$ cat config.mk
export PLATFORM = sky130hd
export DESIGN_NAME = tcpal_ctrl
export DESIGN_NICKNAME = d
export VERILOG_FILES = /design/src/rtl/tcpal_pkg.sv /design/src/rtl/tcpal_ctrl.sv
export SDC_FILE = /design/constraint.sdc
export NUM_CORES = 1
export LEC_CHECK = 0
export ABC_AREA = 1
export BUFFER_PORTS_ARGS = -buffer_cell sky130_fd_sc_hd__buf_2
export CORE_AREA = 2 2 39 41
export DETAILED_ROUTE_END_ITERATION = 8
export DIE_AREA = 0 0 41 43
export GPL_ROUTABILITY_DRIVEN = 0
export PLACE_DENSITY_LB_ADDON = 0.25
export SLEW_MARGIN = 20
export SYNTH_ARGS = -nofsm -noshare
export SYNTH_HDL_FRONTEND = slang
export SYNTH_SLANG_ARGS = --single-unit
export TNS_END_PERCENT = 20
$ cat constraint.sdc
create_clock -name clock -period 1.1 [get_ports clock]
set_input_delay 0.165 -clock clock [delete_from_list [all_inputs] [get_ports clock]]
set_output_delay 0.165 -clock clock [all_outputs]
set_load 0.05 [all_outputs]
$ cat src/rtl/tcpal_pkg.sv
// Shared types, constants and scaling tables for the truecolour palette unit.
`default_nettype none

package tcpal_pkg;

   localparam int FULL_SCALE = 1000;
   localparam int GUN32      = 255;
   localparam int GUN16      = 31;
   localparam int GUN16X2    = 62;

   // Reciprocal of 125 for the forward scaling: floor(m/125) = (m*RECIP) >> RECIP_SHIFT
   // holds for every m below 59074, well above the largest m of 31937.
   localparam logic [15:0] RECIP       = 16'd33555;
   localparam int          RECIP_SHIFT = 22;

   // Register indexes on the configuration port
   localparam logic [1:0] REG_DEPTH_MODE = 2'd0;
   localparam logic [1:0] REG_GREEN_SIX  = 2'd1;
   localparam logic [1:0] REG_OR_MASK    = 2'd2;
   localparam logic [1:0] REG_AND_MASK   = 2'd3;

   localparam logic [0:0] OP_SET   = 1'b0;
   localparam logic [0:0] OP_QUERY = 1'b1;

   typedef enum logic [2:0] {
      ST_IDLE,
      ST_SCALE,
      ST_DIVIDE,
      ST_WRITE,
      ST_READ,
      ST_FORMAT
   } state_type;

   typedef struct packed {
      logic        depth_mode;
      logic        green_six_bit;
      logic [15:0] or_mask;
      logic [15:0] and_mask;
   } cfg_type;

   typedef struct packed {
      logic               operation;
      logic signed [15:0] pen;
      logic signed [15:0] red_in;
      logic signed [15:0] green_in;
      logic signed [15:0] blue_in;
      logic               report_realized;
   } req_item_type;

   typedef struct packed {
      logic signed [8:0]  pen_echo;
      logic signed [15:0] red_out;
      logic signed [15:0] green_out;
      logic signed [15:0] blue_out;
   } rsp_item_type;

   typedef struct packed {
      logic capture;
      logic load_scale;
      logic load_quot;
      logic ram_we;
      logic ram_re;
      logic load_rsp;
   } cmd_type;

   typedef struct packed {
      logic new_query;
      logic pen_ok;
      logic out_free;
   } sts_type;

   // Gun value back to thousandths: round(g*1000/max), halves up
   typedef logic [9:0] back8_table_type [256];
   typedef logic [9:0] back5_table_type [32];
   typedef logic [9:0] back6_table_type [64];

   function automatic back8_table_type build_back8();
      back8_table_type t;
      for (int i = 0; i < 256; i++) begin
         t[i] = 10'((2 * i * FULL_SCALE + GUN32) / (2 * GUN32));
      end
      return t;
   endfunction

   function automatic back5_table_type build_back5();
      back5_table_type t;
      for (int i = 0; i < 32; i++) begin
         t[i] = 10'((2 * i * FULL_SCALE + GUN16) / (2 * GUN16));
      end
      return t;
   endfunction

   function automatic back6_table_type build_back6();
      back6_table_type t;
      for (int i = 0; i < 64; i++) begin
         t[i] = 10'((2 * i * FULL_SCALE + GUN16X2) / (2 * GUN16X2));
      end
      return t;
   endfunction

   localparam back8_table_type BACK8 = build_back8();
   localparam back5_table_type BACK5 = build_back5();
   localparam back6_table_type BACK6 = build_back6();

endpackage

`default_nettype wire

$ cat src/rtl/tcpal_ctrl.sv
// Sequencer for set and query words.
`default_nettype none

module tcpal_ctrl (
   input  wire logic              clock,
   input  wire logic              reset,
   input  wire logic              req_tvalid,
   output logic                   req_tready,
   input  wire tcpal_pkg::sts_type sts,
   output tcpal_pkg::cmd_type     cmd
);
   import tcpal_pkg::*;

   state_type state_ff;
   state_type state_in;

   always_ff @(posedge clock) begin
      if (reset) begin
         state_ff <= ST_IDLE;
      end else begin
         state_ff <= state_in;
      end
   end

   always_comb begin
      state_in   = state_ff;
      cmd        = '0;
      req_tready = 1'b0;
      case (state_ff)
         ST_IDLE: begin
            req_tready = 1'b1;
            if (req_tvalid) begin
               cmd.capture = 1'b1;
               state_in    = sts.new_query ? ST_READ : ST_SCALE;
            end
         end
         ST_SCALE: begin
            cmd.load_scale = 1'b1;
            state_in       = ST_DIVIDE;
         end
         ST_DIVIDE: begin
            cmd.load_quot = 1'b1;
            state_in      = ST_WRITE;
         end
         ST_WRITE: begin
            cmd.ram_we = sts.pen_ok;
            state_in   = ST_IDLE;
         end
         ST_READ: begin
            cmd.ram_re = 1'b1;
            state_in   = ST_FORMAT;
         end
         ST_FORMAT: begin
            if (sts.out_free) begin
               cmd.load_rsp = 1'b1;
               state_in     = ST_IDLE;
            end
         end
         default: begin
            state_in = ST_IDLE;
         end
      endcase
   end

endmodule

`default_nettype wire

==> run summary, run 1 <==
Final number of setup-violating endpoints -> 7
Post-route cell area -> 462.9 µm²
Critical path peak fanout -> 4
Synthesized Nets -> 43
DP Wirelength -> 445 µm
Status -> finished, violations left
Finished Layout Cells -> 73
Lkg Pwr -> 0.2428 nW
Setup TNS Final -> -0.7064 ns
Clock slew at reported path FFs -> 0.04 ns
Worst slew pin tran -> 0.1590 ns
Switching power total -> 0.0005230 W
Final number of max-transition violations -> 0
Critical Path RT -> 0.94 ns
Diodes inserted -> 0
Via count -> 295
CTS tree -> built
Endpoints failing hold -> 0
IO Count -> 13
Minimum clock period -> 1.232 ns
Seq. cell area -> 71.32 µm²
Top_reg_cell synth -> dfxtp_1
Seq cells post-synth -> 3
TritonCTS buffer count -> 3
CTS Buffer Depth -> 2
Max reg flops -> 3
Syn Area/Cell -> 5.478 µm²
Routed wire per std cell -> 8.630 µm
First-pass GRT wire length -> 1028 µm
Vias per Instance -> 4.041
Share of synthesized registers carrying an async set or reset -> 0%
Pin count of the biggest net entering global routing -> 6
Crit. End Element -> output port
Pwr/cell area -> 2342 nW/µm²
Top-area cell type share of the netlist area -> 29.63%
Overflow left after global routing -> 0
Netlist cell types -> 9
Die height -> 43 µm
Clk sinks -> 3
Failing checks -> negative setup slack
Power, Total -> 0.001084 W
Area growth syn-to-layout -> 128.4%
Filler cells -> 167
Worst hold start -> reset
Sw Share -> 48.25%
Largest register by flop count -> state_ff
Initial Util -> 14.65%
Worst r2r src -> state_ff[1]$_SDFFE_PP0P_
Vias in the first global route -> 252
DRT antenna net count -> 0
FP Rows -> 14
Post-synth top area cell -> dfxtp_1
Multi-input logic area -> 153.9 µm²
Post-CTS Hold Fix Bufs -> 0
CP Launch Point -> state_ff[1]$_SDFFE_PP0P_
Synth Cell Area -> 202.7 µm²
Core area -> 1384 µm²
Dominant cells by area after synthesis -> dfxtp_1 30%, inv_1 20%, nand2_1 17%
Max-cap viol count -> 0
Startpoint types -> flip-flop
Comb pwr share -> 62.1%
H-tree depth -> 1
Max-slew headroom -> 89.36%
Biggest regs -> state_ff (3)
Final worst slack -> -0.1322 ns
Final WL -> 630 µm
Area of the die -> 1763 µm²
Count leader, synth -> inv_1
Clk Latency, worst-skew pair -> 0.24 ns
Initial antenna violation count -> 0
Root Driver -> clkbuf_4
R2R Setup Slk -> 0.09 ns
Clk pwr share -> 18.7%
Peak Freq -> 811.6 MHz
First-pass DRT Iterations -> 4
Post-synth EDFFs -> 0
Proportion of layout cells with a drive suffix above 1 -> 59.65%
Seq/Total Area, Yosys -> 29.63%
Internal power -> 0.0005610 W
Commonest cells in the netlist -> 11 x inv_1, 9 x nand2_1, 4 x nand3_1
YS warnings -> 0
Post-Synthesis Cells -> 37
Gr usage total -> 9.529%
Seq pwr share -> 19.2%
Die X-Extent -> 41 µm
Nets -> 64
Iter 0 DRT Violations -> 2
Worst clock skew -> 0.006401 ns
Tcrit/Tclk final -> 112.0%
Crit Path Class -> flip-flop to output port
Arr. time, crit path -> 1.07 ns
DP Area -> 330.3 µm²
DRC -> 0
Hold Path Class -> input port to flip-flop
Peak supply drop -> 0.6393 mV
RSZ-0062 raised after global routing -> true
Dpl cells -> 67
I/O Buffers -> 12
==> final timing paths <==
kind	cells after the start	endpoint
setup / recovery	3	cmd[0]
hold / removal	2	state_ff[0]$_SDFFE_PP0P_
setup reg to reg	7	state_ff[0]$_SDFFE_PP0P_
hold reg to reg	2	state_ff[1]$_SDFFE_PP0P_
==> cell families (layout without fill, tap and decap cells) <==
| family | count (synthesis) | after routing | share of synthesized area [%] |
|---|---|---|---|
| and+or+nand+nor | 19 | 19 | 40.12 |
| buffers and inverters | 11 | 31 | 20.37 |
| AOI/OAI and AO/OA | 4 | 4 | 9.872 |
| DFF | 3 | 3 | 29.63 |
==> critical path: stages, from the launching register on <==
cell	delay (ns)
dfxtp_4	0.36
buf_6	0.13
nor3_4	0.17
buf_6	0.18
==> layout by cell type (no fill, tap or decap), types with 2 or more instances in the layout <==
cell,synthesis,routed
nand2_1,9,7
inv_1,11,7
buf_6,0,6
buf_2,0,5
nand3_1,4,3
a21oi_1,3,3
clkbuf_4,0,3
buf_4,0,3
dfxtp_4,0,3
nor2_4,0,2
inv_4,0,2
inv_2,0,2
nor3_4,0,2
buf_8,0,2
==> through the flow <==
| step | utilization [%] | hold slack, ns | worst slack [ns] |
|---|---|---|---|
| 6_report | 33.45 | 0.1022 | -0.1322 |
| 5_1_grt | 33.45 | 0.1120 | -0.1808 |
| 4_1_cts | 33.00 | 0.09659 | -0.1279 |
| 3_5_place_dp | 23.87 | 0.3610 | -0.05030 |
| 3_3_place_gp | 23.87 | 0.3597 | -0.04502 |
| 2_1_floorplan | - | 0.2341 | -0.06316 |
==> cell type report <==
type / count / share of cell area, %
Multi-Input combinational cell: 23 / 33.24
Clock buffer: 4 / 5.676
Inverter: 11 / 10.00
Tap cell: 16 / 4.324
Sequential cell: 3 / 15.41
Timing Repair Buffer: 16 / 31.35
==> layer usage <==
layer	wire (µm)	part of all wire, %	track usage [%]
met1	245	39	10.58
met2	323	51	11.88
met3	47	7.5	4.712
met4	14	2.2	10.00
met5	0	0	0
==> power groups by stage <==
stage          sequential (W)  clock, W  combinational [W]
4_1_cts              0.000203  0.000209           0.000667
2_1_floorplan        0.000174         0           0.000381
3_3_place_gp         0.000170         0           0.000496
3_5_place_dp         0.000169         0           0.000497
6_report             0.000208  0.000202           0.000673
5_1_grt              0.000216  0.000220           0.000720
==> what timing repair did <==
item                                   CTS  global route
setup endpoints to repair                9             7
cloned                                   0             0
buffers inserted                         2             0
pin swaps                                3             1
gates resized for setup                 31             3
endpoints found under the hold margin    0             0
Power figures use the tool's default switching activity.
==> run 2: changes to the inputs <==
Settings changed: HOLD_SLACK_MARGIN set to 0.1.
Clock period 1.1 ns to 1.5 ns, I/O delays scaled along.
==> run summary, run 2 (synthesized netlist as in run 1, its figures left out) <==
Worst Hold Slack -> 0.1850 ns (+0.08275 ns)
Most frequent cells in the layout -> 11 x inv_1, 10 x buf_2, 9 x nand2_1
Most common cell after layout, fill and taps aside -> inv_1
I/O Buffers -> 12 (unchanged)
Minimum clock period -> 1.397 ns
Postcts setup bufs -> 0 (-2)
Max-slew headroom -> 83.58% (-5.8 points)
IO Count -> 13 (unchanged)
Via count -> 261 (-12%)
Worst slack, placed -> 0.3155 ns (+0.3658 ns)
Status -> finished, final reports clean
Root Driver -> clkbuf_4
Power, Total -> 0.0005903 W (-46%)
Proportion of layout cells with a drive suffix above 1 -> 32.08% (-28 points)
Arr. time, crit path -> 1.17 ns (+0.10 ns)
Peak Freq -> 715.8 MHz
First-pass GRT wire length -> 779 µm (-24%)
Critical Path RT -> 1.27 ns (+0.33 ns)
Largest register by flop count -> state_ff
Core area -> 1384 µm² (unchanged)
Area growth syn-to-layout -> 57.41%
Vias per Instance -> 3.783 (-6.4%)
Final number of setup-violating endpoints -> 0 (-7)
Clock slew at reported path FFs -> 0.04 ns (about the same)
FP Rows -> 14 (unchanged)
Tcrit/Tclk final -> 93.13%
DRC -> 0 (unchanged)
Filler cells -> 157 (-6.0%)
Peak supply drop -> 0.4430 mV (-31%)
Final worst slack -> 0.1031 ns (+0.2352 ns)
Lkg Pwr -> 0.1967 nW (-19%)
Max-cap viol count -> 0 (unchanged)
Initial antenna violation count -> 0 (unchanged)
Area of the die -> 1763 µm² (unchanged)
Biggest regs -> state_ff (3)
Pwr/cell area -> 1850 nW/µm² (-21%)
DRT antenna net count -> 0 (unchanged)
TritonCTS buffer count -> 3 (unchanged)
Startpoint types -> flip-flop
Crit. End Element -> output port
Nets -> 60 (-6.3%)
Max reg flops -> 3 (unchanged)
Clk Latency, worst-skew pair -> 0.23 ns (about the same)
Final core occ -> 23.06% (-10 points)
Sw Share -> 51.95% (+3.7 points)
Dpl cells -> 65 (-3.0%)
CTS Buffer Depth -> 2 (unchanged)
Final number of max-transition violations -> 0 (unchanged)
Diodes inserted -> 0 (unchanged)
Seq pwr share -> 21.1% (+1.9 points)
Initial Util -> 14.65% (unchanged)
Crit Path Class -> flip-flop to output port
Clk sinks -> 3 (unchanged)
Pin count of the biggest net entering global routing -> 7 (+1)
H-tree depth -> 1 (unchanged)
Finished Layout Cells -> 69 (-5.5%)
Worst slew pin tran -> 0.2480 ns (+0.08901 ns)
First-pass DRT Iterations -> 2 (-2)
Internal power -> 0.0002836 W (-49%)
Routed wire per std cell -> 7.478 µm (-13%)
Final WL -> 516 µm (-18%)
Hold Path Class -> input port to flip-flop
Switching power total -> 0.0003066 W (-41%)
Gr usage total -> 6.720% (-2.8 points)
Iter 0 DRT Violations -> 2 (unchanged)
Vias in the first global route -> 208 (-17%)
Die X-Extent -> 41 µm (unchanged)
Worst clock skew -> 0.0008824 ns (-0.005518 ns)
CTS tree -> built
Comb pwr share -> 55.1% (-7.0 points)
RSZ-0062 raised after global routing -> false
Clk pwr share -> 23.8% (+5.1 points)
Die height -> 43 µm (unchanged)
Endpoints failing hold -> 0 (unchanged)
Critical path peak fanout -> 6 (+2)
Overflow left after global routing -> 0 (unchanged)
DP Wirelength -> 444.6 µm (about the same)
==> run 2: cell types whose count changed in the layout (fill, tap and decap cells not counted), moves of 3 or more <==
cell     before  now
dfxtp_4       3    0
buf_4         3    0
dfxtp_1       0    3
buf_6         6    0
inv_1         7   11
buf_2         5   10
==> run 2: metrics by stage <==
stage	setup TNS, ns	area [µm²]
final	0	319.1
after global routing	0	319.1
after CTS	0	314.1
after detailed placement	0	287.8
after global placement	0	287.8
after floorplan	-0.2216	207.7
==> run 2: power groups by stage <==
| stage | clock network (W) | logic [W] | registers, W |
|---|---|---|---|
| 3_5_place_dp | 0 | 0.000321 | 0.000126 |
| 3_3_place_gp | 0 | 0.000325 | 0.000126 |
| 6_report | 0.000141 | 0.000325 | 0.000125 |
| 2_1_floorplan | 0 | 0.000259 | 0.000121 |
| 4_1_cts | 0.000149 | 0.000323 | 0.000125 |
| 5_1_grt | 0.000159 | 0.000357 | 0.000128 |
==> run 2: final timing paths <==
check | start | slack, ns | endpoint | cells after the start
worst min register to register | state_ff[2]$_SDFFE_PP0P_ | 0.62 | state_ff[1]$_SDFFE_PP0P_ | 3
worst min-delay path | reset | 0.19 | state_ff[2]$_SDFFE_PP0P_ | 2
worst max register to register | state_ff[2]$_SDFFE_PP0P_ | 0.50 | state_ff[0]$_SDFFE_PP0P_ | 7
worst max-delay path | state_ff[1]$_SDFFE_PP0P_ | 0.10 | cmd[5] | 4
==> run 2: critical path, stage by stage (launching register included) <==
cell and delay, ns:
dfxtp_1 0.36, nor2_2 0.18, nand2_1 0.09, nor2_1 0.09, clkbuf_4 0.23
==> run 2: what timing repair did <==
action	in CTS	in global routing
endpoints found under the hold margin	0	0
setup endpoints to repair	0	2
hold buffers	0	0
gates resized for setup	0	2
==> run 2: layout make-up <==
type,instances,area [µm²],share of cell area (%)
Multi-Input combinational cell,23,106.4,33.33
Timing Repair Buffer,12,65.06,20.39
Sequential cell,3,60.06,18.82
Inverter,11,41.29,12.94
Clock buffer,4,26.28,8.235
Tap cell,16,20.02,6.275
==> run 2: per-layer routing <==
metal / track usage, % / routed length (µm) / vias to the layer above
met1: 8.013 / 212 / 113
met5: 0 / 0 / -
li1: - / - / 142
met2: 9.375 / 272 / 6
met4: 2.000 / 0 / 0
met3: 4.712 / 30 / 0
==> run 3: changes to the inputs <==
Settings changed: PLACE_DENSITY_LB_ADDON 0.25 to not set.
==> run summary, run 3 (synthesized netlist as in run 1, its figures left out) <==
Status -> finished, final reports clean
Largest delay share family, worst path -> flip-flops
Critical Path RT -> 1.27 ns (about the same)
Post-CTS Hold Fix Bufs -> 0 (unchanged)
Hold Path Class -> input port to flip-flop
IO Count -> 13 (unchanged)
Crit Path Class -> flip-flop to output port
DP Wirelength -> 437.1 µm (-1.7%)
Max reg flops -> 3 (unchanged)
Worst clock skew -> 0.001842 ns (+0.0009599 ns)
Max-slew headroom -> 83.61% (about the same)
CTS Buffer Depth -> 2 (unchanged)
FP Rows -> 14 (unchanged)
Most common cell after layout, fill and taps aside -> inv_1
TritonCTS buffer count -> 3 (unchanged)
First-pass DRT Iterations -> 2 (unchanged)
Tcrit/Tclk final -> 92.29% (-0.84 points)
DRT antenna net count -> 0 (unchanged)
Lkg Pwr -> 0.1992 nW (+1.2%)
Max-cap viol count -> 0 (unchanged)
First-pass GRT wire length -> 779 µm (unchanged)
Finished Layout Cells -> 69 (unchanged)
Worst slew pin tran -> 0.2475 ns (-0.0005200 ns)
R2R Setup Slk -> 0.48 ns (-0.02 ns)
Worst slack, placed -> 0.3097 ns (-0.005826 ns)
Biggest regs -> state_ff (3)
Critical path peak fanout -> 4 (-2)
Reg2Reg Capture Point -> state_ff[2]$_SDFFE_PP0P_
Worst Hold Slack -> 0.1822 ns (-0.002816 ns)
CP Launch Point -> state_ff[0]$_SDFFE_PP0P_
Final worst slack -> 0.1157 ns (+0.01267 ns)
Worst r2r src -> state_ff[0]$_SDFFE_PP0P_
Routed wire per std cell -> 7.391 µm (-1.2%)
H-tree depth -> 1 (unchanged)
Peak supply drop -> 0.4960 mV (+12%)
Arr. time, crit path -> 1.16 ns (about the same)
Vias per Instance -> 3.797 (+0.38%)
Initial antenna violation count -> 0 (unchanged)
Clock slew at reported path FFs -> 0.04 ns (about the same)
End point of the critical path -> cmd[4]
CTS tree -> built
Diodes inserted -> 0 (unchanged)
Root Driver -> clkbuf_4
Initial Util -> 14.65% (unchanged)
Vias in the first global route -> 222 (+6.7%)
Area of the die -> 1763 µm² (unchanged)
Die height -> 43 µm (unchanged)
Setup TNS Final -> 0 ns (unchanged)
Core area -> 1384 µm² (unchanged)
Worst hold path depth -> 2 (unchanged)
CP peak stage delay -> 0.40 ns (+0.04 ns)
Slowest-stage cell, CP -> dfxtp_1
Proportion of layout cells with a drive suffix above 1 -> 33.96% (+1.9 points)
Buf+Inv Stages, Crit Path -> 2 (+1)
Final number of setup-violating endpoints -> 0 (unchanged)
Most frequent cells in the layout -> 11 x inv_1, 10 x buf_2, 9 x nand2_1
I/O Buffers -> 12 (unchanged)
Overflow left after global routing -> 0 (unchanged)
Reg2Reg Depth -> 7 (unchanged)
Pin count of the biggest net entering global routing -> 7 (unchanged)
Final number of max-transition violations -> 0 (unchanged)
Final WL -> 510 µm (-1.2%)
Peak Freq -> 722.4 MHz (+0.91%)
Iter 0 DRT Violations -> 5 (+3)
Seq. cell area -> 61.31 µm² (+2.1%)
Dpl cells -> 65 (unchanged)
Gr usage total -> 6.914% (+0.19 points)
Startpoint types -> flip-flop
Minimum clock period -> 1.384 ns (-0.01267 ns)
Crit path depth -> 3 (-1)
Clk sinks -> 3 (unchanged)
Pwr/cell area -> 1845 nW/µm² (-0.27%)
Largest register by flop count -> state_ff
Via count -> 262 (+0.38%)
Die X-Extent -> 41 µm (unchanged)
Filler cells -> 164 (+4.5%)
Multi-input logic area -> 111.4 µm² (+4.7%)
Clk Latency, worst-skew pair -> 0.23 ns (about the same)
Critical-path cell list -> inv_1, nor3_2, clkbuf_4
DRC -> 0 (unchanged)
Area growth syn-to-layout -> 60.49%
Nets -> 60 (unchanged)
RSZ-0062 raised after global routing -> false
Endpoints failing hold -> 0 (unchanged)
Crit. End Element -> output port
run 3: layer usage:
layer	routed length (µm)	up-vias	part of all wire, %	global-route usage [%]
li1	-	144	-	-
met1	204	111	40	5.751
met4	0	0	0	4.000
met2	269	7	53	11.25
met3	36	0	7.1	4.712
met5	0	-	0	0
run 3: what timing repair did:
action / CTS / global route
gates resized for setup: 0 / 4
endpoints found under the setup margin: 0 / 1
setup buffers: 0 / 0
run 3: cell type report:
class / instances / share of cell area (%)
repair buffers: 12 / 20.00
well taps: 16 / 6.154
inverters: 11 / 12.69
multi-input cells: 23 / 34.23
clock buffers: 4 / 8.077
flip-flops and latches: 3 / 18.85
run 3: power by group:
part	switching [W]	leakage, nW	internal [W]
clock	0.0000394	0.0150	0.0000995
combinational	0.000241	0.159	0.0000901
sequential	0.0000294	0.0251	0.000100
run 3: worst min path at each step:
| stage | endpoint | start | slack (ns) |
|---|---|---|---|
| 3_3_place_gp | state_ff[2]$_SDFFE_PP0P_ | reset | 0.42 |
| 3_5_place_dp | state_ff[2]$_SDFFE_PP0P_ | reset | 0.42 |
| 5_1_grt | state_ff[1]$_SDFFE_PP0P_ | reset | 0.18 |
| 6_report | state_ff[1]$_SDFFE_PP0P_ | reset | 0.18 |
| 2_1_floorplan | state_ff[0]$_SDFFE_PP0P_ | reset | 0.29 |
| 4_1_cts | state_ff[2]$_SDFFE_PP0P_ | reset | 0.17 |
run 3: metrics by stage:
stage | total power [W] | instance area (µm²) | util [%]
after global routing | 0.0006549 | 325.3 | 23.51
final | 0.0006002 | 325.3 | 23.51
after global placement | 0.0004471 | 287.8 | 20.80
after CTS | 0.0005959 | 314.1 | 22.69
after detailed placement | 0.0004478 | 287.8 | 20.80
after floorplan | 0.0003796 | 207.7 | -
